==> config.mk <==
export PLATFORM = sky130hd
export DESIGN_NAME = mks_alu
export DESIGN_NICKNAME = d
export VERILOG_FILES = /design/src/design/mks_pkg.sv /design/src/design/mks_alu.sv
export SDC_FILE = /design/constraint.sdc
export NUM_CORES = 2
export LEC_CHECK = 0
export BUFFER_PORTS_ARGS = -buffer_cell sky130_fd_sc_hd__buf_2
export CAP_MARGIN = 30
export CORE_MARGIN = 4
export CORE_UTILIZATION = 30
export CTS_CLUSTER_SIZE = 28
export DETAILED_ROUTE_END_ITERATION = 16
export GPL_ROUTABILITY_DRIVEN = 0
export SYNTH_ARGS = -nofsm -noshare
export SYNTH_HDL_FRONTEND = slang
export SYNTH_SLANG_ARGS = --single-unit
==> constraint.sdc <==
create_clock -name clk -period 27.5 [get_ports clk]
set_input_delay 0 -clock clk [delete_from_list [all_inputs] [get_ports clk]]
set_output_delay 0 -clock clk [all_outputs]
set_load 0.02 [all_outputs]
==> src/design/mks_pkg.sv <==
// Types, codes and microprogram of the Monod kinetics midpoint integrator
package mks_pkg;

	// register indexes of the configuration port
	localparam logic [2:0] REG_STEP_SIZE = 3'd0;
	localparam logic [2:0] REG_GROWTH_YIELD = 3'd1;
	localparam logic [2:0] REG_PRODUCT_YIELD = 3'd2;
	localparam logic [2:0] REG_MAX_UPTAKE = 3'd3;
	localparam logic [2:0] REG_BIOMASS_CAP = 3'd4;
	localparam logic [2:0] REG_GLUCOSE_HALF_SAT = 3'd5;
	localparam logic [2:0] REG_OXYGEN_HALF_SAT = 3'd6;

	// register reset values
	localparam logic [31:0] RST_STEP_SIZE = 32'd655;
	localparam logic [31:0] RST_GROWTH_YIELD = 32'd7549747;
	localparam logic [31:0] RST_PRODUCT_YIELD = 32'd11240735;
	localparam logic [31:0] RST_MAX_UPTAKE = 32'd75497472;
	localparam logic [31:0] RST_BIOMASS_CAP = 32'd132540006;
	localparam logic [31:0] RST_GLUCOSE_HALF_SAT = 32'd1207960;
	localparam logic [31:0] RST_OXYGEN_HALF_SAT = 32'd12918;

	// 1.0 in Q8.24
	localparam logic signed [32:0] ONE_Q24 = 33'sd16777216;

	// error flag codes
	localparam logic [1:0] FLAG_SAT = 2'b01;
	localparam logic [1:0] FLAG_ZERO_STEP = 2'b10;

	typedef struct packed {
		logic [31:0] step_size;
		logic [31:0] growth_yield;
		logic [31:0] product_yield;
		logic [31:0] max_uptake;
		logic [31:0] biomass_cap;
		logic [31:0] glucose_half_sat;
		logic [31:0] oxygen_half_sat;
	} cfg_t;

	// shared unit operations
	typedef logic [2:0] alu_op_t;
	localparam alu_op_t OP_MUL = 3'd0;
	localparam alu_op_t OP_ADD = 3'd1;
	localparam alu_op_t OP_SUB = 3'd2;
	localparam alu_op_t OP_DIVQ = 3'd3;
	localparam alu_op_t OP_NDIV = 3'd4;

	// product shift select
	typedef logic [1:0] shsel_t;
	localparam shsel_t SH16 = 2'd0;
	localparam shsel_t SH17 = 2'd1;
	localparam shsel_t SH24 = 2'd2;

	typedef struct packed {
		logic start;
		alu_op_t op;
		logic signed [32:0] a;
		logic signed [32:0] b;
		shsel_t sh;
		logic plain;
	} alu_req_t;

	typedef struct packed {
		logic done;
		logic signed [31:0] res;
		logic [32:0] quot;
		logic sat;
		logic same;
	} alu_rsp_t;

	// scratch memory addresses
	typedef logic [3:0] maddr_t;
	localparam maddr_t M_X = 4'd0;
	localparam maddr_t M_G = 4'd1;
	localparam maddr_t M_M = 4'd2;
	localparam maddr_t M_O = 4'd3;
	localparam maddr_t M_EX = 4'd4;
	localparam maddr_t M_EG = 4'd5;
	localparam maddr_t M_FE = 4'd6;
	localparam maddr_t M_FS = 4'd7;
	localparam maddr_t M_T = 4'd8;
	localparam maddr_t M_QS = 4'd9;
	localparam maddr_t M_LOGI = 4'd10;
	localparam maddr_t M_RX = 4'd11;
	localparam maddr_t M_RG = 4'd12;
	localparam maddr_t M_RM = 4'd13;

	// operand sources: top bit set selects a register or constant
	typedef logic [4:0] src_t;
	localparam src_t S_X = {1'b0, M_X};
	localparam src_t S_G = {1'b0, M_G};
	localparam src_t S_M = {1'b0, M_M};
	localparam src_t S_O = {1'b0, M_O};
	localparam src_t S_EX = {1'b0, M_EX};
	localparam src_t S_EG = {1'b0, M_EG};
	localparam src_t S_FE = {1'b0, M_FE};
	localparam src_t S_FS = {1'b0, M_FS};
	localparam src_t S_T = {1'b0, M_T};
	localparam src_t S_QS = {1'b0, M_QS};
	localparam src_t S_LOGI = {1'b0, M_LOGI};
	localparam src_t S_RX = {1'b0, M_RX};
	localparam src_t S_RG = {1'b0, M_RG};
	localparam src_t S_RM = {1'b0, M_RM};
	localparam src_t S_DT = 5'd16;
	localparam src_t S_YX = 5'd17;
	localparam src_t S_YP = 5'd18;
	localparam src_t S_MU = 5'd19;
	localparam src_t S_CAP = 5'd20;
	localparam src_t S_KS = 5'd21;
	localparam src_t S_KO = 5'd22;
	localparam src_t S_ONE = 5'd23;
	localparam src_t S_ZERO = 5'd24;

	typedef struct packed {
		alu_op_t op;
		src_t sa;
		src_t sb;
		maddr_t dst;
		shsel_t sh;
		logic plain;
		logic chk;
	} uop_t;

	typedef logic [5:0] pc_t;
	localparam pc_t PC_FE = 6'd0;
	localparam pc_t PC_STEP = 6'd1;
	localparam pc_t PC_EVAL_A = 6'd3;
	localparam pc_t PC_EVAL_B = 6'd21;
	localparam pc_t EVAL_LEN = 6'd12;
	localparam pc_t PC_LAST = 6'd38;

	function automatic uop_t mk(alu_op_t op, src_t sa, src_t sb, maddr_t dst, shsel_t sh,
		logic plain, logic chk);
		uop_t u;
		u.op = op;
		u.sa = sa;
		u.sb = sb;
		u.dst = dst;
		u.sh = sh;
		u.plain = plain;
		u.chk = chk;
		return u;
	endfunction

	// one rate evaluation on EX, EG
	function automatic uop_t eval_uop(logic [3:0] k);
		uop_t u;
		unique case (k)
			4'd0: u = mk(OP_DIVQ, S_EG, S_KS, M_FS, SH24, 1'b0, 1'b0);
			4'd1: u = mk(OP_MUL, S_MU, S_FS, M_T, SH24, 1'b0, 1'b0);
			4'd2: u = mk(OP_MUL, S_T, S_FE, M_QS, SH24, 1'b0, 1'b0);
			4'd3: u = mk(OP_DIVQ, S_EX, S_CAP, M_T, SH24, 1'b1, 1'b0);
			4'd4: u = mk(OP_SUB, S_ONE, S_T, M_LOGI, SH24, 1'b0, 1'b0);
			4'd5: u = mk(OP_MUL, S_YX, S_QS, M_T, SH24, 1'b0, 1'b0);
			4'd6: u = mk(OP_MUL, S_T, S_EX, M_T, SH24, 1'b0, 1'b0);
			4'd7: u = mk(OP_MUL, S_T, S_LOGI, M_RX, SH24, 1'b0, 1'b0);
			4'd8: u = mk(OP_MUL, S_QS, S_EX, M_T, SH24, 1'b0, 1'b0);
			4'd9: u = mk(OP_SUB, S_ZERO, S_T, M_RG, SH24, 1'b0, 1'b0);
			4'd10: u = mk(OP_MUL, S_YP, S_QS, M_T, SH24, 1'b0, 1'b0);
			4'd11: u = mk(OP_MUL, S_T, S_EX, M_RM, SH24, 1'b0, 1'b0);
			default: u = mk(OP_ADD, S_ZERO, S_ZERO, M_T, SH24, 1'b0, 1'b0);
		endcase
		return u;
	endfunction

	// microprogram: oxygen factor once, then the step loop
	function automatic uop_t uop_rom(pc_t pc);
		uop_t u;
		unique case (pc)
			PC_FE: u = mk(OP_DIVQ, S_O, S_KO, M_FE, SH24, 1'b0, 1'b0);
			6'd1: u = mk(OP_ADD, S_X, S_ZERO, M_EX, SH24, 1'b0, 1'b0);
			6'd2: u = mk(OP_ADD, S_G, S_ZERO, M_EG, SH24, 1'b0, 1'b0);
			// half step
			6'd15: u = mk(OP_MUL, S_RX, S_DT, M_T, SH17, 1'b0, 1'b0);
			6'd16: u = mk(OP_ADD, S_X, S_T, M_EX, SH24, 1'b0, 1'b0);
			6'd17: u = mk(OP_MUL, S_RG, S_DT, M_T, SH17, 1'b0, 1'b0);
			6'd18: u = mk(OP_ADD, S_G, S_T, M_EG, SH24, 1'b0, 1'b0);
			6'd19: u = mk(OP_MUL, S_RM, S_DT, M_T, SH17, 1'b0, 1'b0);
			6'd20: u = mk(OP_ADD, S_M, S_T, M_T, SH24, 1'b0, 1'b0);
			// full step, written back in place
			6'd33: u = mk(OP_MUL, S_RX, S_DT, M_T, SH16, 1'b0, 1'b0);
			6'd34: u = mk(OP_ADD, S_X, S_T, M_X, SH24, 1'b0, 1'b1);
			6'd35: u = mk(OP_MUL, S_RG, S_DT, M_T, SH16, 1'b0, 1'b0);
			6'd36: u = mk(OP_ADD, S_G, S_T, M_G, SH24, 1'b0, 1'b1);
			6'd37: u = mk(OP_MUL, S_RM, S_DT, M_T, SH16, 1'b0, 1'b0);
			6'd38: u = mk(OP_ADD, S_M, S_T, M_M, SH24, 1'b0, 1'b1);
			default: begin
				if (pc >= PC_EVAL_A && pc < PC_EVAL_A + EVAL_LEN)
					u = eval_uop(4'(pc - PC_EVAL_A));
				else
					u = eval_uop(4'(pc - PC_EVAL_B));
			end
		endcase
		return u;
	endfunction

endpackage

==> src/design/mks_alu.sv <==
// Shared arithmetic unit: saturating multiply, add/sub and radix-2 divider
module mks_alu import mks_pkg::*; (
	input logic clk,
	input logic arst_n,
	input alu_req_t req,
	output alu_rsp_t rsp
);
	localparam logic [2:0] A_IDLE = 3'd0;
	localparam logic [2:0] A_MULF = 3'd1;
	localparam logic [2:0] A_DCHK = 3'd2;
	localparam logic [2:0] A_DITER = 3'd3;
	localparam logic [2:0] A_DFIN = 3'd4;

	logic [2:0] st_q;
	logic done_q;
	logic [65:0] prod_q;
	logic neg_q;
	shsel_t sh_q;
	logic ndiv_q;
	logic [40:0] mn_q;
	logic [40:0] md_q;
	logic [41:0] rem_q;
	logic [32:0] shr_q;
	logic [32:0] quo_q;
	logic [5:0] cnt_q;
	logic signed [31:0] res_q;
	logic sat_q;
	logic same_q;

	logic [32:0] ma, mb;
	logic signed [40:0] nn, dd;
	logic signed [33:0] sum;
	logic [65:0] pshift;
	logic [41:0] r2;
	logic r_ge;

	// operand magnitudes and divider setup
	always_comb begin
		ma = req.a[32] ? 33'(-req.a) : req.a;
		mb = req.b[32] ? 33'(-req.b) : req.b;
		nn = {req.a[31], req.a[31:0], 8'b0};
		dd = req.plain ? $signed({9'b0, req.b[31:0]}) : nn + $signed({9'b0, req.b[31:0]});
		if (req.op == OP_SUB)
			sum = {req.a[32], req.a} - {req.b[32], req.b};
		else
			sum = {req.a[32], req.a} + {req.b[32], req.b};
	end

	// product alignment
	always_comb begin
		unique case (sh_q)
			SH16: pshift = prod_q >> 16;
			SH17: pshift = prod_q >> 17;
			default: pshift = prod_q >> 24;
		endcase
	end

	// one restoring step
	assign r2 = {rem_q[40:0], shr_q[32]};
	assign r_ge = r2 >= {1'b0, md_q};

	always_ff @(posedge clk or negedge arst_n) begin
		if (!arst_n) begin
			st_q <= A_IDLE;
			done_q <= 1'b0;
		end else begin
			done_q <= 1'b0;
			unique case (st_q)
				A_IDLE: begin
					if (req.start) begin
						priority case (req.op)
							OP_MUL: st_q <= A_MULF;
							OP_ADD, OP_SUB: done_q <= 1'b1;
							default: st_q <= A_DCHK;
						endcase
					end
				end
				A_MULF: begin
					done_q <= 1'b1;
					st_q <= A_IDLE;
				end
				A_DCHK: begin
					if (!ndiv_q && (md_q == 41'd0 || {7'b0, mn_q} >= {md_q, 7'b0})) begin
						done_q <= 1'b1;
						st_q <= A_IDLE;
					end else begin
						st_q <= A_DITER;
					end
				end
				A_DITER: begin
					if (cnt_q == 6'd1)
						st_q <= A_DFIN;
				end
				A_DFIN: begin
					done_q <= 1'b1;
					st_q <= A_IDLE;
				end
				default: st_q <= A_IDLE;
			endcase
		end
	end

	// datapath
	always_ff @(posedge clk) begin
		unique case (st_q)
			A_IDLE: begin
				if (req.start) begin
					sh_q <= req.sh;
					ndiv_q <= (req.op == OP_NDIV);
					sat_q <= 1'b0;
					prod_q <= ma * mb;
					neg_q <= req.a[32] ^ req.b[32];
					if (req.op == OP_NDIV) begin
						mn_q <= {8'b0, req.a};
						md_q <= {9'b0, req.b[31:0]};
					end else begin
						mn_q <= nn[40] ? 41'(-nn) : 41'(nn);
						md_q <= dd[40] ? 41'(-dd) : 41'(dd);
						if (req.op == OP_DIVQ)
							neg_q <= nn[40] ^ dd[40];
					end
					// add and subtract finish here
					if (sum > 34'sd2147483647) begin
						res_q <= 32'h7FFF_FFFF;
						sat_q <= (req.op == OP_ADD || req.op == OP_SUB);
					end else if (sum < -34'sd2147483648) begin
						res_q <= 32'h8000_0000;
						sat_q <= (req.op == OP_ADD || req.op == OP_SUB);
					end else begin
						res_q <= sum[31:0];
					end
					same_q <= (sum[31:0] == req.a[31:0]) && (sum <= 34'sd2147483647)
						&& (sum >= -34'sd2147483648)
						|| (sum > 34'sd2147483647 && req.a[31:0] == 32'h7FFF_FFFF)
						|| (sum < -34'sd2147483648 && req.a[31:0] == 32'h8000_0000);
				end
			end
			A_MULF: begin
				if (neg_q) begin
					if (pshift > 66'd2147483648) begin
						res_q <= 32'h8000_0000;
						sat_q <= 1'b1;
					end else begin
						res_q <= 32'(32'd0 - pshift[31:0]);
					end
				end else if (pshift > 66'd2147483647) begin
					res_q <= 32'h7FFF_FFFF;
					sat_q <= 1'b1;
				end else begin
					res_q <= pshift[31:0];
				end
			end
			A_DCHK: begin
				quo_q <= 33'd0;
				if (ndiv_q) begin
					rem_q <= 42'd0;
					shr_q <= mn_q[32:0];
					cnt_q <= 6'd33;
				end else begin
					rem_q <= {8'b0, mn_q[40:7]};
					shr_q <= {mn_q[6:0], 26'b0};
					cnt_q <= 6'd31;
					// zero divisor gives zero, integer part of 128 or more saturates
					if (md_q == 41'd0) begin
						res_q <= 32'sd0;
					end else if ({7'b0, mn_q} >= {md_q, 7'b0}) begin
						res_q <= neg_q ? 32'h8000_0000 : 32'h7FFF_FFFF;
						sat_q <= 1'b1;
					end
				end
			end
			A_DITER: begin
				rem_q <= r_ge ? 42'(r2 - {1'b0, md_q}) : r2;
				quo_q <= {quo_q[31:0], r_ge};
				shr_q <= {shr_q[31:0], 1'b0};
				cnt_q <= cnt_q - 6'd1;
			end
			A_DFIN: begin
				res_q <= neg_q ? 32'(32'd0 - {1'b0, quo_q[30:0]}) : {1'b0, quo_q[30:0]};
			end
			default: ;
		endcase
	end

	assign rsp.done = done_q;
	assign rsp.res = res_q;
	assign rsp.quot = quo_q;
	assign rsp.sat = sat_q;
	assign rsp.same = same_q;
endmodule

-- Yosys cells after proc, flatten, opt, wreduce, memory -nomap -nowiden
Index checks and enable logic that the tools add are counted.
W data, S select, Z words.
- flip-flop bits (word level): 303
- bits in latches: 0
- memories: 0
- output and inout bits: 68
- bits in read-only memories: 0
- RAM bits: 0
- add/subtract/negate cells: 11
- multiplexer cells: 50
- equal/unequal tests: 22
- shift-type cells: 0
- bitwise gates (word level): 4
- reductions and logical operators: 25
- $lt $le $gt $ge: 8
- divide/modulo/power cells: 0
- $mul: 1
- operators by type and width (kind ; number):
    $mux W32 ; 12
    $mux W33 ; 4
    $pmux W33 S2 ; 2
    $pmux W32 S4 ; 1
    $pmux W50 S2 ; 1
    $mux W41 ; 2
    $pmux W41 S2 ; 1
    $mux W34 ; 2
    $mul A33 B33 Y66 ; 1
    $neg A33 Y33 ; 2
    $gt A50 B31 Y1 const B ; 1
    $gt A50 B32 Y1 const B ; 1
    $ge A41 B48 Y1 ; 1
    $ge A42 B41 Y1 ; 1
    $add A40 B33 Y41 ; 1
    $logic_not A41 Y1 ; 1
    $neg A40 Y41 ; 1
    $neg A41 Y41 ; 1
    $sub A41 B41 Y41 ; 1
    $mux W40 ; 1
    $mux W39 ; 1
    $add A33 B33 Y34 ; 1
    $ge A34 B32 Y1 const B ; 1
    $gt A34 B32 Y1 const B ; 1
    39 further kinds ; 79

-- Depth between registers and ports, before layout
- word-level depth: 7
- gate-level depth with buffers: 43

-- Worst setup path after synthesis
OpenSTA, ideal clock, no wires.
- path kind: register to register
- from: register st_q[0]
- to: register md_q[0], enable pin
- clock period less this slack: 15.698 ns
- arrival: 14.675 ns
- cell stages (with the launch flop): 3
- slack: 11.802 ns
- setup time: 1.023 ns
- cells stage by stage: dfrtp_1 clkbuf_1 nor4b_1
- longest elaborated chain between the ends: 2
- RTL lines (element ; RTL line ; RTL):
    start: declaration ; mks_alu.sv:14 ; logic [2:0] st_q;
    start signal: assignment ; mks_alu.sv:64 ; st_q <= A_IDLE;
    start signal: assignment ; mks_alu.sv:72 ; OP_MUL: st_q <= A_MULF;
    start signal: assignment ; mks_alu.sv:74 ; default: st_q <= A_DCHK;
    $logic_not A3 Y1 ; mks_alu.sv:105 ; unique case (st_q)
    $reduce_and A2 Y1 (no source line) ; -- ;
    end signal: assignment ; mks_alu.sv:115 ; md_q <= {9'b0, req.b[31:0]};
    end signal: assignment ; mks_alu.sv:118 ; md_q <= dd[40] ? 41'(-dd) : 41'(dd);
    end: declaration ; mks_alu.sv:21 ; logic [40:0] md_q;
Every way passes these cells.
A chain may end at the register's enable or synchronous reset.

-- Final worst setup path
- from: input req[47] in the netlist's numbering
- to: register prod_q[62] (data pin)
- longest elaborated chain between the ends: 3
- RTL lines (element ; RTL line ; RTL):
    start: declaration ; mks_alu.sv:5 ; input alu_req_t req,
    $neg A33 Y33 ; mks_alu.sv:39 ; ma = req.a[32] ? 33'(-req.a) : req.a;
    $mux W33 * ; mks_alu.sv:39 ;
    $mul A33 B33 Y66 * ; mks_alu.sv:111 ; prod_q <= ma * mb;
    end signal: assignment ; mks_alu.sv:111 ;
    end: declaration ; mks_alu.sv:16 ; logic [65:0] prod_q;
Every way passes the cells marked *; elsewhere a longest branch is shown, timed or not.

==> flow_summary_export.csv <==
group,metric,value,unit
outcome,status,"complete, no violations",
timing,fmax,0.08072,GHz
timing,fin_crit_sh,0.4505,
finish,regArea,8598,um^2
detailed_routing,first_iter_violations,5085,
finish,n_fill_cell,20370,
synthesis,ys_types,93,
critical_path,reg2reg_slack,22630,ps
hold_path,hp-class,"primary input to flip-flop",
critical_path,cp_slowest_cell,"o31ai_1",
floorplan,die-area,204300,um^2
detailed_routing,num_vias,50739,
finish,area_growth,10.31,%
clock_network,cts_buffer_depth,3,
finish,finish.net_count,8316,
global_route,grt_max_degree,83,
critical_path,cp_data_arrival_time,12690,ps
synthesis,synthCells,6888,
finish,final_core_utilization,0.3338,
critical_path,cp_top_family,"adder cells",
synthesis,synth_seq_area_share,0.1454,
clock_network,hold_buffers,33,
timing,fin_setup_tns,0,ps
finish,drive_above_1_share,0.07082,
critical_path,crit_cells,39,
floorplan,io_pins,143,
timing,maxSlewViolCount,0,
critical_path,crit_buf_inv,11,
floorplan,num_rows,162,
detailed_routing,drc,0,
critical_path,cpPeakStageDelay,690,ps
detailed_routing,viasPerCell,5.311,
global_route,grt_pass1_wl,332800,um
critical_path,setup.worst_path.start,"req[47]",
floorplan,core-area,195400,um^2
clock_network,cts_tree,"yes",
floorplan,start_util,0.3026,
clock_network,cts_buffers,35,
clock_network,cts_sinks,287,
global_route,antenna_found_initial,43,
job,cap_violations,0,
critical_path,worstSetupEndpoint,"prod_q[62]$_DFFE_PP_",
timing,max_slew_margin,0.2514,
hold_path,worstHoldStart,"req[34]",
clock_network,post_cts_buffers,0,
critical_path,crit-reg2reg-launch,"sh_q[0]$_DFFE_PP_",
detailed_routing,routed_wl,222800,um
synthesis,synth_async_sr_flop_share,0.01394,
critical_path,worst_ep_required_time,27810,ps
floorplan,die_height,452.0,um
global_route,overflow,0,
timing,max_slew.worst_pin.slew,1109,ps
clock_network,htree_num_levels,2,
global_route,grt_pass1_vias,51798,
critical_path,crit_type,"primary input to flip-flop",
floorplan,die_w,452.0,um
timing,rsz0062_at_grt,"no",
timing,setup_viol,0,
critical_path,start_kind,"primary input",
placed_design,io_buffers,142,
synthesis,synth_seq_cells,287,
finish,multi_input_area,45470,um^2
critical_path,rr_worst_depth,15,
detailed_routing,drt_first_pass_iters,6,
clock_network,clk_pin_slew,60,ps
synthesis,synth_edf_count,283,
detailed_routing,routed_wire_length_per_instance,23.32,um
clock_network,cts_resized,0,
critical_path,cpMostUsedCell,"fa_1",
timing,hold_viol_final,0,
global_route,grt_usage,0.2156,
timing,fin_crit,12390,ps
clock_network,clk_latency,570,ps
detailed_routing,final_antenna_net_count,0,
critical_path,r2r_end,"res_q[26]$_DFFE_PP_",
critical_path,cp_max_fo,11,
synthesis,yosys_warnings,0,
placed_design,dpl.hpwl,172100,um
synthesis,syn-cell-area,59130,um^2
critical_path,cp-end-kind,"flip-flop",
clock_network,clock-root-buffer,"clkbuf_16",
synthesis,ys.flop_type,"edfxtp_1",
timing,clock-skew-final,18.13,ps
synthesis,synth_area_per_cell,8.585,um^2
cell usage after synthesis (71+ instances only):
master | number | share of area
and3_1 | 71 | 0.0075
clkbuf_1 | 339 | 0.022
edfxtp_1 | 283 | 0.14
inv_1 | 1134 | 0.072
fa_1 | 960 | 0.33
nor3_1 | 91 | 0.0077
nand3_1 | 94 | 0.0080
xnor2_1 | 241 | 0.036
a21o_1 | 84 | 0.011
nand2_1 | 971 | 0.062
nor2_1 | 709 | 0.045
o21ai_0 | 248 | 0.021
ha_1 | 402 | 0.085
xor2_1 | 172 | 0.025
a21oi_1 | 249 | 0.021
through the flow:
step	instance area, um^2	setup slack (ps)	hold WS (ps)	std cells
2_1_floorplan	59130	11800	-295.6	6889
3_3_place_gp	63350	14580	-150.0	9412
3_5_place_dp	63610	14820	-150.2	9427
4_1_cts	65050	15390	2.489	9523
5_1_grt	65210	14810	22.31	9547
6_report	65230	15110	34.57	9553
tightest hold or removal path, stage by stage:
cell,delay (ps)
buf_2,220
nor2_1,140
a21oi_1,50
cells in the final DEF (no fill, tap or decap), types with 143 or more instances in the layout:
cell type,instances
o21ai_0,246
nor2_1,707
a21oi_1,248
inv_1,1133
nand2_1,970
buf_2,143
edfxtp_1,283
fa_1,960
xor2_1,158
xnor2_1,199
ha_1,402
kinds of logic (layout without fill, tap and decap cells):
group / count (synthesis) / count (layout) / share of synthesized area
simple gates: 2313 / 2313 / 0.1728
buf+inv: 1515 / 1531 / 0.09727
compound gates: 923 / 923 / 0.09897
fa+ha+maj: 1362 / 1362 / 0.4101
mux: 67 / 67 / 0.01157
xor+xnor: 420 / 420 / 0.06382
flops: 287 / 287 / 0.1454
other cells: 1 / 26 / 0.00006342
registers in the layout, summed over array words and instances (netlist names), 6 cells and up:
register,count
prod_q,50
md_q,41
mn_q,41
rem_q,41
quo_q,33
shr_q,33
res_q,32
cnt_q,6
cell type report:
class	instances	area share
clock inverter	27	0.003625
antenna	24	0.0009207
tap	2624	0.05033
timing repair buffer	333	0.03737
sequential	287	0.1318
inverter	1135	0.06535
clock buffer	36	0.01348
multi-input combinational	5087	0.6971
layer usage:
layer / part of all wire / vias to the layer above / global-route usage / wire length, um
li1: - / 21950 / - / -
met1: 0.38 / 25430 / 0.2691 / 83600
met2: 0.45 / 2736 / 0.3412 / 101000
met4: 0.070 / 0 / 0.1251 / 15700
met5: 0 / - / 0 / 0
met3: 0.10 / 623 / 0.05098 / 22560
worst min-delay path by stage:
stage	endpoint	slack (ps)	depth (start not counted)
4_1_cts	md_q[6]$_DFFE_PP_	2	2
2_1_floorplan	done_q$_DFF_PN0_	-300	0
5_1_grt	md_q[2]$_DFFE_PP_	20	2
3_5_place_dp	done_q$_DFF_PN0_	-150	1
3_3_place_gp	done_q$_DFF_PN0_	-150	1
6_report	md_q[31]$_DFFE_PP_	30	3
Power is left out: the tool's default activity adds up to more than one toggle a clock period on the data nets, which glitch-free logic cannot reach.
