--- src/design/mks_pkg.sv ---
// Types, codes and microprogram of the Monod kinetics midpoint integrator
package mks_pkg;

	// register indexes of the configuration port
	localparam logic [2:0] REG_STEP_SIZE = 3'd0;
	localparam logic [2:0] REG_GROWTH_YIELD = 3'd1;
	localparam logic [2:0] REG_PRODUCT_YIELD = 3'd2;
	localparam logic [2:0] REG_MAX_UPTAKE = 3'd3;
	localparam logic [2:0] REG_BIOMASS_CAP = 3'd4;
	localparam logic [2:0] REG_GLUCOSE_HALF_SAT = 3'd5;
	localparam logic [2:0] REG_OXYGEN_HALF_SAT = 3'd6;

	// register reset values
	localparam logic [31:0] RST_STEP_SIZE = 32'd655;
	localparam logic [31:0] RST_GROWTH_YIELD = 32'd7549747;
	localparam logic [31:0] RST_PRODUCT_YIELD = 32'd11240735;
	localparam logic [31:0] RST_MAX_UPTAKE = 32'd75497472;
	localparam logic [31:0] RST_BIOMASS_CAP = 32'd132540006;
	localparam logic [31:0] RST_GLUCOSE_HALF_SAT = 32'd1207960;
	localparam logic [31:0] RST_OXYGEN_HALF_SAT = 32'd12918;

	// 1.0 in Q8.24
	localparam logic signed [32:0] ONE_Q24 = 33'sd16777216;

	// error flag codes
	localparam logic [1:0] FLAG_SAT = 2'b01;
	localparam logic [1:0] FLAG_ZERO_STEP = 2'b10;

	typedef struct packed {
		logic [31:0] step_size;
		logic [31:0] growth_yield;
		logic [31:0] product_yield;
		logic [31:0] max_uptake;
		logic [31:0] biomass_cap;
		logic [31:0] glucose_half_sat;
		logic [31:0] oxygen_half_sat;
	} cfg_t;

	// shared unit operations
	typedef logic [2:0] alu_op_t;
	localparam alu_op_t OP_MUL = 3'd0;
	localparam alu_op_t OP_ADD = 3'd1;
	localparam alu_op_t OP_SUB = 3'd2;
	localparam alu_op_t OP_DIVQ = 3'd3;
	localparam alu_op_t OP_NDIV = 3'd4;

	// product shift select
	typedef logic [1:0] shsel_t;
	localparam shsel_t SH16 = 2'd0;
	localparam shsel_t SH17 = 2'd1;
	localparam shsel_t SH24 = 2'd2;

	typedef struct packed {
		logic start;
		alu_op_t op;
		logic signed [32:0] a;
		logic signed [32:0] b;
		shsel_t sh;
		logic plain;
	} alu_req_t;

	typedef struct packed {
		logic done;
		logic signed [31:0] res;
		logic [32:0] quot;
		logic sat;
		logic same;
	} alu_rsp_t;

	// scratch memory addresses
	typedef logic [3:0] maddr_t;
	localparam maddr_t M_X = 4'd0;
	localparam maddr_t M_G = 4'd1;
	localparam maddr_t M_M = 4'd2;
	localparam maddr_t M_O = 4'd3;
	localparam maddr_t M_EX = 4'd4;
	localparam maddr_t M_EG = 4'd5;
	localparam maddr_t M_FE = 4'd6;
	localparam maddr_t M_FS = 4'd7;
	localparam maddr_t M_T = 4'd8;
	localparam maddr_t M_QS = 4'd9;
	localparam maddr_t M_LOGI = 4'd10;
	localparam maddr_t M_RX = 4'd11;
	localparam maddr_t M_RG = 4'd12;
	localparam maddr_t M_RM = 4'd13;

	// operand sources: top bit set selects a register or constant
	typedef logic [4:0] src_t;
	localparam src_t S_X = {1'b0, M_X};
	localparam src_t S_G = {1'b0, M_G};
	localparam src_t S_M = {1'b0, M_M};
	localparam src_t S_O = {1'b0, M_O};
	localparam src_t S_EX = {1'b0, M_EX};
	localparam src_t S_EG = {1'b0, M_EG};
	localparam src_t S_FE = {1'b0, M_FE};
	localparam src_t S_FS = {1'b0, M_FS};
	localparam src_t S_T = {1'b0, M_T};
	localparam src_t S_QS = {1'b0, M_QS};
	localparam src_t S_LOGI = {1'b0, M_LOGI};
	localparam src_t S_RX = {1'b0, M_RX};
	localparam src_t S_RG = {1'b0, M_RG};
	localparam src_t S_RM = {1'b0, M_RM};
	localparam src_t S_DT = 5'd16;
	localparam src_t S_YX = 5'd17;
	localparam src_t S_YP = 5'd18;
	localparam src_t S_MU = 5'd19;
	localparam src_t S_CAP = 5'd20;
	localparam src_t S_KS = 5'd21;
	localparam src_t S_KO = 5'd22;
	localparam src_t S_ONE = 5'd23;
	localparam src_t S_ZERO = 5'd24;

	typedef struct packed {
		alu_op_t op;
		src_t sa;
		src_t sb;
		maddr_t dst;
		shsel_t sh;
		logic plain;
		logic chk;
	} uop_t;

	typedef logic [5:0] pc_t;
	localparam pc_t PC_FE = 6'd0;
	localparam pc_t PC_STEP = 6'd1;
	localparam pc_t PC_EVAL_A = 6'd3;
	localparam pc_t PC_EVAL_B = 6'd21;
	localparam pc_t EVAL_LEN = 6'd12;
	localparam pc_t PC_LAST = 6'd38;

	function automatic uop_t mk(alu_op_t op, src_t sa, src_t sb, maddr_t dst, shsel_t sh,
		logic plain, logic chk);
		uop_t u;
		u.op = op;
		u.sa = sa;
		u.sb = sb;
		u.dst = dst;
		u.sh = sh;
		u.plain = plain;
		u.chk = chk;
		return u;
	endfunction

	// one rate evaluation on EX, EG
	function automatic uop_t eval_uop(logic [3:0] k);
		uop_t u;
		unique case (k)
			4'd0: u = mk(OP_DIVQ, S_EG, S_KS, M_FS, SH24, 1'b0, 1'b0);
			4'd1: u = mk(OP_MUL, S_MU, S_FS, M_T, SH24, 1'b0, 1'b0);
			4'd2: u = mk(OP_MUL, S_T, S_FE, M_QS, SH24, 1'b0, 1'b0);
			4'd3: u = mk(OP_DIVQ, S_EX, S_CAP, M_T, SH24, 1'b1, 1'b0);
			4'd4: u = mk(OP_SUB, S_ONE, S_T, M_LOGI, SH24, 1'b0, 1'b0);
			4'd5: u = mk(OP_MUL, S_YX, S_QS, M_T, SH24, 1'b0, 1'b0);
			4'd6: u = mk(OP_MUL, S_T, S_EX, M_T, SH24, 1'b0, 1'b0);
			4'd7: u = mk(OP_MUL, S_T, S_LOGI, M_RX, SH24, 1'b0, 1'b0);
			4'd8: u = mk(OP_MUL, S_QS, S_EX, M_T, SH24, 1'b0, 1'b0);
			4'd9: u = mk(OP_SUB, S_ZERO, S_T, M_RG, SH24, 1'b0, 1'b0);
			4'd10: u = mk(OP_MUL, S_YP, S_QS, M_T, SH24, 1'b0, 1'b0);
			4'd11: u = mk(OP_MUL, S_T, S_EX, M_RM, SH24, 1'b0, 1'b0);
			default: u = mk(OP_ADD, S_ZERO, S_ZERO, M_T, SH24, 1'b0, 1'b0);
		endcase
		return u;
	endfunction

	// microprogram: oxygen factor once, then the step loop
	function automatic uop_t uop_rom(pc_t pc);
		uop_t u;
		unique case (pc)
			PC_FE: u = mk(OP_DIVQ, S_O, S_KO, M_FE, SH24, 1'b0, 1'b0);
			6'd1: u = mk(OP_ADD, S_X, S_ZERO, M_EX, SH24, 1'b0, 1'b0);
			6'd2: u = mk(OP_ADD, S_G, S_ZERO, M_EG, SH24, 1'b0, 1'b0);
			// half step
			6'd15: u = mk(OP_MUL, S_RX, S_DT, M_T, SH17, 1'b0, 1'b0);
			6'd16: u = mk(OP_ADD, S_X, S_T, M_EX, SH24, 1'b0, 1'b0);
			6'd17: u = mk(OP_MUL, S_RG, S_DT, M_T, SH17, 1'b0, 1'b0);
			6'd18: u = mk(OP_ADD, S_G, S_T, M_EG, SH24, 1'b0, 1'b0);
			6'd19: u = mk(OP_MUL, S_RM, S_DT, M_T, SH17, 1'b0, 1'b0);
			6'd20: u = mk(OP_ADD, S_M, S_T, M_T, SH24, 1'b0, 1'b0);
			// full step, written back in place
			6'd33: u = mk(OP_MUL, S_RX, S_DT, M_T, SH16, 1'b0, 1'b0);
			6'd34: u = mk(OP_ADD, S_X, S_T, M_X, SH24, 1'b0, 1'b1);
			6'd35: u = mk(OP_MUL, S_RG, S_DT, M_T, SH16, 1'b0, 1'b0);
			6'd36: u = mk(OP_ADD, S_G, S_T, M_G, SH24, 1'b0, 1'b1);
			6'd37: u = mk(OP_MUL, S_RM, S_DT, M_T, SH16, 1'b0, 1'b0);
			6'd38: u = mk(OP_ADD, S_M, S_T, M_M, SH24, 1'b0, 1'b1);
			default: begin
				if (pc >= PC_EVAL_A && pc < PC_EVAL_A + EVAL_LEN)
					u = eval_uop(4'(pc - PC_EVAL_A));
				else
					u = eval_uop(4'(pc - PC_EVAL_B));
			end
		endcase
		return u;
	endfunction

endpackage

--- src/design/mks_cfg.sv ---
// APB register bank holding step size and kinetic constants
module mks_cfg import mks_pkg::*; (
	input logic clk,
	input logic arst_n,
	input logic psel,
	input logic penable,
	input logic pwrite,
	input logic [4:0] paddr,
	input logic [31:0] pwdata,
	output logic [31:0] prdata,
	output logic pready,
	output cfg_t cfg
);
	cfg_t cfg_q;
	logic wr;
	logic [2:0] idx;

	assign wr = psel && penable && pwrite;
	assign idx = paddr[4:2];
	assign pready = 1'b1;
	assign cfg = cfg_q;

	// register writes
	always_ff @(posedge clk or negedge arst_n) begin
		if (!arst_n) begin
			cfg_q.step_size <= RST_STEP_SIZE;
			cfg_q.growth_yield <= RST_GROWTH_YIELD;
			cfg_q.product_yield <= RST_PRODUCT_YIELD;
			cfg_q.max_uptake <= RST_MAX_UPTAKE;
			cfg_q.biomass_cap <= RST_BIOMASS_CAP;
			cfg_q.glucose_half_sat <= RST_GLUCOSE_HALF_SAT;
			cfg_q.oxygen_half_sat <= RST_OXYGEN_HALF_SAT;
		end else if (wr) begin
			unique case (idx)
				REG_STEP_SIZE: cfg_q.step_size <= pwdata;
				REG_GROWTH_YIELD: cfg_q.growth_yield <= pwdata;
				REG_PRODUCT_YIELD: cfg_q.product_yield <= pwdata;
				REG_MAX_UPTAKE: cfg_q.max_uptake <= pwdata;
				REG_BIOMASS_CAP: cfg_q.biomass_cap <= pwdata;
				REG_GLUCOSE_HALF_SAT: cfg_q.glucose_half_sat <= pwdata;
				REG_OXYGEN_HALF_SAT: cfg_q.oxygen_half_sat <= pwdata;
				default: ;
			endcase
		end
	end

	// read mux
	always_comb begin
		unique case (idx)
			REG_STEP_SIZE: prdata = cfg_q.step_size;
			REG_GROWTH_YIELD: prdata = cfg_q.growth_yield;
			REG_PRODUCT_YIELD: prdata = cfg_q.product_yield;
			REG_MAX_UPTAKE: prdata = cfg_q.max_uptake;
			REG_BIOMASS_CAP: prdata = cfg_q.biomass_cap;
			REG_GLUCOSE_HALF_SAT: prdata = cfg_q.glucose_half_sat;
			REG_OXYGEN_HALF_SAT: prdata = cfg_q.oxygen_half_sat;
			default: prdata = 32'd0;
		endcase
	end
endmodule

--- config.mk ---
export PLATFORM = sky130hd
export DESIGN_NAME = mks_cfg
export DESIGN_NICKNAME = d
export VERILOG_FILES = /design/src/design/mks_pkg.sv /design/src/design/mks_cfg.sv
export SDC_FILE = /design/constraint.sdc
export NUM_CORES = 1
export LEC_CHECK = 0
export BUFFER_PORTS_ARGS = -buffer_cell sky130_fd_sc_hd__buf_4
export CORE_MARGIN = 2
export CORE_UTILIZATION = 30
export DETAILED_ROUTE_END_ITERATION = 16
export GPL_TIMING_DRIVEN = 0
export MAX_ROUTING_LAYER = met4
export PLACE_DENSITY = 0.6
export SYNTH_ARGS = -nofsm -noshare
export SYNTH_HDL_FRONTEND = slang
export SYNTH_SLANG_ARGS = --single-unit
--- constraint.sdc ---
create_clock -name clk -period 2.47 [get_ports clk]
set_input_delay 0.494 -clock clk [delete_from_list [all_inputs] [get_ports clk]]
set_output_delay 0.494 -clock clk [all_outputs]
set_load 0.02 [all_outputs]
# Yosys cells after proc, flatten, opt, wreduce, memory -nomap -nowiden
# Cells that the tools add are included.
# Widths: inputs -> output; s select.
[op_classes]
n_lt_le_gt_ge = 0
bitwise_logic = 0
muxes = 1
div = 0
n_shift = 0
reduce_logical = 10
eq_ne = 6
addsub = 0
mul = 0
[ops]
columns = ["op", "n"]
rows = [
  ["$pmux 32 s7", 1],
  ["$reduce_and 2->1", 7],
  ["$eq 3x3->1 const B", 3],
  ["$eq 3x2->1 const B", 2],
  ["$eq 3x1->1 const B", 1],
  ["$logic_not 3->1", 1],
  ["$logic_and 1x1->1", 2],
]
[totals]
n_memories = 0
latch_bits = 0
ff_bits = 224
romBits = 0
ramBits = 0

# Longest topological paths before layout
# Gate-level depths: netlist (run 1).
[logic_depth]
depth_word = 3
ltp_mapped = 6

# Worst setup path before layout (run 1)
# Ideal clock, no wire load.
[synth_timing]
kind = "input to output"
startpoint = "in paddr[3]"
endpoint = "out prdata[19]"
path_slack_ns = 0.109
path_buffers = 3
arrival_ns = 1.867
path_stages = 6
required_time_ns = 1.976
path_cell_list = "buf_2 buf_2 clkbuf_1 nand3b_1 o21a_1 o21ai_0"
[synth_via]
elab_chain_cells = 2
[synth_lines]
columns = ["item", "line", "rtl"]
rows = [
  ["start, declared", "mks_cfg.sv:8", "input logic [4:0] paddr,"],
  ["$eq 3x3->1 (tied with other cells)", "mks_cfg.sv:49", "unique case (idx)"],
  ["$pmux 32 s7 *", "mks_cfg.sv:49", ""],
  ["end, declared", "mks_cfg.sv:10", "output logic [31:0] prdata,"],
]
# Every way passes the cells marked *; elsewhere a longest branch is shown, timed or not.

# Worst setup path in the final report (run 1)
[layout_timing]
startpoint = "in paddr[2]"
endpoint = "out prdata[22]"
# Same word-level chain as after synthesis.

==> results of run 1 <==
[per-layer routing]
layer,part of all wire [%],up-vias,wire (um),GRT usage [%]
met5,0,-,0,-
met3,7.3,61,2830,4.77
met2,46,307,17700,33.0
li1,-,3358,-,-
met4,2.5,0,962,6.08
met1,45,4033,17200,28.9
[layout make-up]
type | count | area share, %
Inverter | 1 | 0.0263
Timing Repair Buffer | 298 | 16.0
Clock inverter | 6 | 0.403
Tap cell | 455 | 3.99
Clock buffer | 42 | 5.48
Sequential cell | 224 | 39.9
Buffer | 53 | 2.73
Multi-Input combinational cell | 447 | 31.5
[through the flow]
stage                     cell area [um2]  util (%)  setup TNS [ps]
final                               14300      41.4               0
after global routing                14300      41.4               0
after CTS                           14300      41.4               0
after detailed placement            13300      38.6          -22840
after global placement              13200      38.4         -172780
after floorplan                     10400         -               0
[power groups by stage]
stage          registers [W]  logic, W  clock network, W
6_report             0.00518   0.00409           0.00378
5_1_grt              0.00528   0.00433           0.00407
4_1_cts              0.00518   0.00413           0.00391
3_5_place_dp         0.00523   0.00410                 0
3_3_place_gp         0.00521   0.00406                 0
2_1_floorplan        0.00599   0.00131                 0
[worst max-delay path by stage]
stage	start	to	slack, ps
floorplan	paddr[3]	prdata[19]	110
global placement	paddr[2]	prdata[8]	-930
detailed placement	paddr[2]	prdata[26]	-940
CTS	paddr[2]	prdata[26]	0.4
global route	cfg[10]	prdata[10]	8
finish	paddr[2]	prdata[22]	100
[cell usage after synthesis]
| master | count |
|---|---|
| mux2_2 | 223 |
| dfrtp_1 | 156 |
| dfstp_2 | 68 |
| mux2i_1 | 47 |
| buf_2 | 31 |
| o21a_1 | 31 |
| mux2_4 | 30 |
| clkbuf_1 | 20 |
| o221ai_1 | 17 |
| nand2_1 | 16 |
| nand3b_1 | 16 |
| a222oi_1 | 15 |
| nand3_1 | 15 |
| o21ai_0 | 15 |
| buf_6 | 3 |
| mux2_1 | 3 |
| nor2_1 | 3 |
| and3b_1 | 2 |
| buf_1 | 2 |
| nand2b_1 | 2 |
| nor2_2 | 2 |
| nor2b_1 | 2 |
| or3_1 | 2 |
| a21oi_1 | 1 |
| buf_4 | 1 |
| conb_1 | 1 |
| inv_1 | 1 |
| mux4_2 | 1 |
| nand4_1 | 1 |
| nand4b_4 | 1 |
| nor3b_1 | 1 |
[cell families (layout without fill, tap and decap cells)]
logic type | count (synthesis) | in the layout | synth area share [%]
mux | 304 | 304 | 33.4
compound gates | 79 | 79 | 5.86
other cells | 1 | 1 | 0.0359
buf+inv | 58 | 400 | 2.71
flops | 224 | 224 | 54.5
simple gates | 63 | 63 | 3.56
[what timing repair did]
item	in CTS	in global routing
buffers inserted	2	0
cloned	0	0
resized for setup	55	7
hold buffers	0	0
endpoints found under the setup margin	32	23
pin swaps	1	0
==> results.yml, run 1 <==
outcome:
  status: "finished with violations"
  violations: "hold timing"
clock_network:
  clock_latency_ps: 520
  cts_tree: "done"
  numCtsBuffers: 26
  htree_num_levels: 1
  root_buffer: "clkbuf_16"
  cts_sinks: 224
  cts.path.max_buffers: 3
  path_clk_slew_ps: 60
pwr:
  p_switching_w: 0.00428
  irDropWorstVdd_uv: 553
  p_seq_share_pct: 39.7
  leakage_nw: 6.73
  p_comb_share_pct: 31.3
  pwr-share-clk_pct: 29.0
  internal-power_w: 0.00877
  power_switching_share_pct: 32.8
  total_power_w: 0.0131
  power_density_mw_per_mm2: 915
worst_setup_path:
  timing.rr.end: "cfg[114]"
  r2r_cells: 1
  rrSetupSlack_ps: 1650
  cp.buffers_inverters: 4
  crit_path_frequent_cell: "buf_4"
  start_kind: "primary input"
  max_stage_delay_ps: 240
  path_depth: 7
  r2r_start: "cfg[114]"
  worstPathMaxFanout: 10
  crit_family: "buffers and inverters"
  cp_cell_sequence: "buf_2 -> buf_4 -> clkbuf_4 -> nand3b_1 -> o21a_1 -> o21ai_0 -> buf_4"
  endpoint_kind: "output port"
  slowest_stage: "clkbuf_4"
  cp.arrival_ps: 1870
  crit_type: "in -> out"
  crit_required_ps: 1980
floorplan:
  ios: 299
  start_util_pct: 30.3
  die_y_um: 191
  core_area_mm2: 0.0345
  die_x_um: 191
  placementRows: 68
  die_area_mm2: 0.0363
drt:
  drc: 0
  dr.pass1.iters: 5
  wirelength_mm: 38.7
  vias_per_cell: 5.08
  antenna_left: 0
  vias: 7759
  wl_per_cell_um: 25.4
  drt_iter0_drc: 403
yosys:
  synthTopCellsByArea: "dfrtp_1, mux2_2, dfstp_2"
  synth_top_area_share_pct: 37.4
  ys_warn_count: 0
  ys_ff_latch: 224
  synth_fp_nets: 771
  syn_area_mm2: 0.0104
  synth_area_per_cell_um2: 14.3
  synth_cell_types: 31
  ys_seq_area_share_pct: 54.5
  syn_inst: 729
  synth_largest_area_cell: "dfrtp_1"
sta:
  finalCritPeriodShare_pct: 95.9
  fin_skew_ps: 0
  holdWs_ps: -17.6
  fmax_mhz: 422
  drv_slew: 0
  tightest_slew_ps: 911
  slew_headroom_pct: 39.2
  setup_viol: 0
  min_period_ps: 2370
  worst_slack_ps: 102
  rsz0062_at_grt: "no"
  finalHoldViolations: 6
min_path:
  hold_path.class: "in -> async"
place:
  io_buffers: 294
  place_ws_ps: -943
  hpwl_mm: 26.5
  dp.cells: 1480
  place.gp.congestion: 0.779
global_route:
  grt_pass1_wl_mm: 55.2
  grt_antenna_before_repair: 0
  grt_max_degree: 115
  gr-total-overflow: 0
  grt_pass1_vias: 7883
  grt_use_total_pct: 21.6
finish:
  multi_input_area_mm2: 0.00449
  register_area_mm2: 0.00569
  syn2layout_area_growth_pct: 36.6
  drive_above_1_share_pct: 66.8
  fillers: 3288
  largest_reg_flops: 224
  antenna_cells: 0
  fin_nets: 1093
  layout_commonest_cell: "buf_4"
  layout_common_cells: "buf_4, mux2_2, dfrtp_1"
  fin_cells: 1526
run:
  maxCapViolCount: 0
(Power assumes the default switching activity.)
==> run 2, diff against run 1 <==
--- a/config.mk
+++ b/config.mk
@@ -11,7 +11,7 @@
 export DETAILED_ROUTE_END_ITERATION = 16
 export GPL_TIMING_DRIVEN = 0
 export MAX_ROUTING_LAYER = met4
-export PLACE_DENSITY = 0.6
+export PLACE_DENSITY = 0.62
 export SYNTH_ARGS = -nofsm -noshare
 export SYNTH_HDL_FRONTEND = slang
 export SYNTH_SLANG_ARGS = --single-unit
==> constraint.sdc (replaced) <==
create_clock -name clk -period 2 [get_ports clk]
set_input_delay 0.4 -clock clk [delete_from_list [all_inputs] [get_ports clk]]
set_output_delay 0.4 -clock clk [all_outputs]
set_load 0.02 [all_outputs]
==> run 2 against run 1 <==
Effect of this change: the run ends with setup timing left; sequential share of layout area down 2.7 points; non-clock buffer count is 65 higher; clock power increased by 48%; critical path depth unchanged; clock-buffer cell count fell by 1; via count rose by 2.1%; combinational power grew 38%; core utilization up 3.0 points; clock skew stayed put; global-route usage grew 0.72 points; largest cell class unchanged.
==> results.yml, run 2 (same netlist as run 1, synthesis figures left out) <==
clock_network:
  cts_tree: "done"
  root_buffer: "clkbuf_16"
  htree_num_levels: 1
  clock_latency_ps: 540
  cts.path.max_buffers: 3
  path_clk_slew_ps: 60
  cts_sinks: 224
  numCtsBuffers: 27
floorplan:
  placementRows: 68
  die_x_um: 191
  ios: 299
  core_area_mm2: 0.0345
  die_y_um: 191
  start_util_pct: 30.3
  die_area_mm2: 0.0363
pwr:
  power_switching_share_pct: 31.6
  leakage_nw: 7.29
  p_comb_share_pct: 32.1
  power_density_mw_per_mm2: 1150
  pwr-share-clk_pct: 31.8
  p_seq_share_pct: 36.1
  irDropWorstVdd_uv: 733
  p_switching_w: 0.00555
  internal-power_w: 0.0120
place:
  placed_area_mm2: 0.0133
  place.gp.congestion: 0.804
  io_buffers: 294
  dp.cells: 1479
  place_ws_ps: -1010
  hpwl_mm: 26.2
finish:
  largest_reg_flops: 224
  layout_common_cells: "buf_4, mux2_2, dfrtp_1"
  final_core_util_pct: 44.4
  syn2layout_area_growth_pct: 46.6
  layout_commonest_cell: "buf_4"
  multi_input_area_mm2: 0.00467
  register_area_mm2: 0.00569
  fillers: 3252
  fin_area_mm2: 0.0153
  fin_cells: 1595
  drive_above_1_share_pct: 71.5
  fin_nets: 1159
global_route:
  grt_antenna_before_repair: 3
  grt_pass1_vias: 8212
  gr-total-overflow: 0
  grt_use_total_pct: 22.3
  grt_pass1_wl_mm: 57.3
  grt_max_degree: 117
worst_setup_path:
  endpoint_kind: "output port"
  crit_required_ps: 1600
  cp.arrival_ps: 1820
  start_kind: "primary input"
  crit_type: "in -> out"
  worstPathMaxFanout: 5
sta:
  rsz0062_at_grt: "yes"
  slew_headroom_pct: 38.6
  finalCritPeriodShare_pct: 111
  setup_viol: 23
  fin_skew_ps: 0
  worst_slack_ps: -221
  finalHoldViolations: 0
  tightest_slew_ps: 921
  min_period_ps: 2220
  drv_slew: 0
  fmax_mhz: 450
drt:
  vias: 7925
  drt_iter0_drc: 377
  wl_per_cell_um: 25.1
  dr.pass1.iters: 7
  wirelength_mm: 40.0
  antenna_left: 0
  drc: 0
  vias_per_cell: 4.97
outcome:
  status: "finished with violations"
  violations: "setup timing"
run:
  maxCapViolCount: 0
min_path:
  hold_path.class: "in -> reg"
## run 2: layer usage
layer | wire [um] | up-vias | GRT usage (%)
met3 | 2630 | 45 | 5.78
met1 | 17300 | 4137 | 28.3
li1 | - | 3498 | -
met2 | 19200 | 245 | 35.6
met5 | 0 | - | -
met4 | 786 | 0 | 5.58
## run 2: area by class of cell
type | instances | area share [%]
sequential | 224 | 37.2
multi-input combinational | 447 | 30.5
timing repair buffer | 362 | 18.7
clock buffer | 41 | 5.34
tap | 455 | 3.72
buffer | 54 | 3.32
clock inverter | 8 | 1.24
antenna | 3 | 0.0490
inverter | 1 | 0.0245
## run 2: worst max-delay path: stages
cell	delay (ps)
buf_8	100
buf_6	120
and3b_2	270
clkbuf_16	190
a222oi_1	430
o21ai_2	130
buf_6	150
## run 2: per-stage QoR
step	TNS (ps)	hold WS, ps	power (W)
5_1_grt	-3850	126	0.0183
2_1_floorplan	-537	104	0.00905
3_5_place_dp	-59800	519	0.0115
6_report	-2210	136	0.0176
3_3_place_gp	-292060	512	0.0115
4_1_cts	-2860	112	0.0176
## run 2: timing repair
item / in CTS / in global routing
endpoints found under the hold margin: 66 / 0
setup endpoints to repair: 32 / 32
resized for setup: 110 / 21
buffers inserted: 38 / 24
hold buffers: 1 / 0
gates cloned: 3 / 1
pin swaps: 20 / 9
## run 2: final timing paths
kind                       cells after the start         to      start  slack, ps
max reg2reg                                    3    cfg[16]    cfg[16]        970
max in group asynchronous                      3    cfg[19]     arst_n        400
max                                            7  prdata[7]   paddr[4]       -220
min in group asynchronous                      2   cfg[166]     arst_n        470
min reg2reg                                    1   cfg[121]   cfg[121]        530
min                                            2   cfg[167]  pwdata[7]        140
## run 2: power by group through the flow
stage	Clock (W)	Combinational, W	Sequential, W
6_report	0.00558	0.00565	0.00633
5_1_grt	0.00590	0.00596	0.00646
4_1_cts	0.00572	0.00552	0.00633
3_5_place_dp	0	0.00510	0.00645
3_3_place_gp	0	0.00505	0.00641
2_1_floorplan	0	0.00165	0.00739
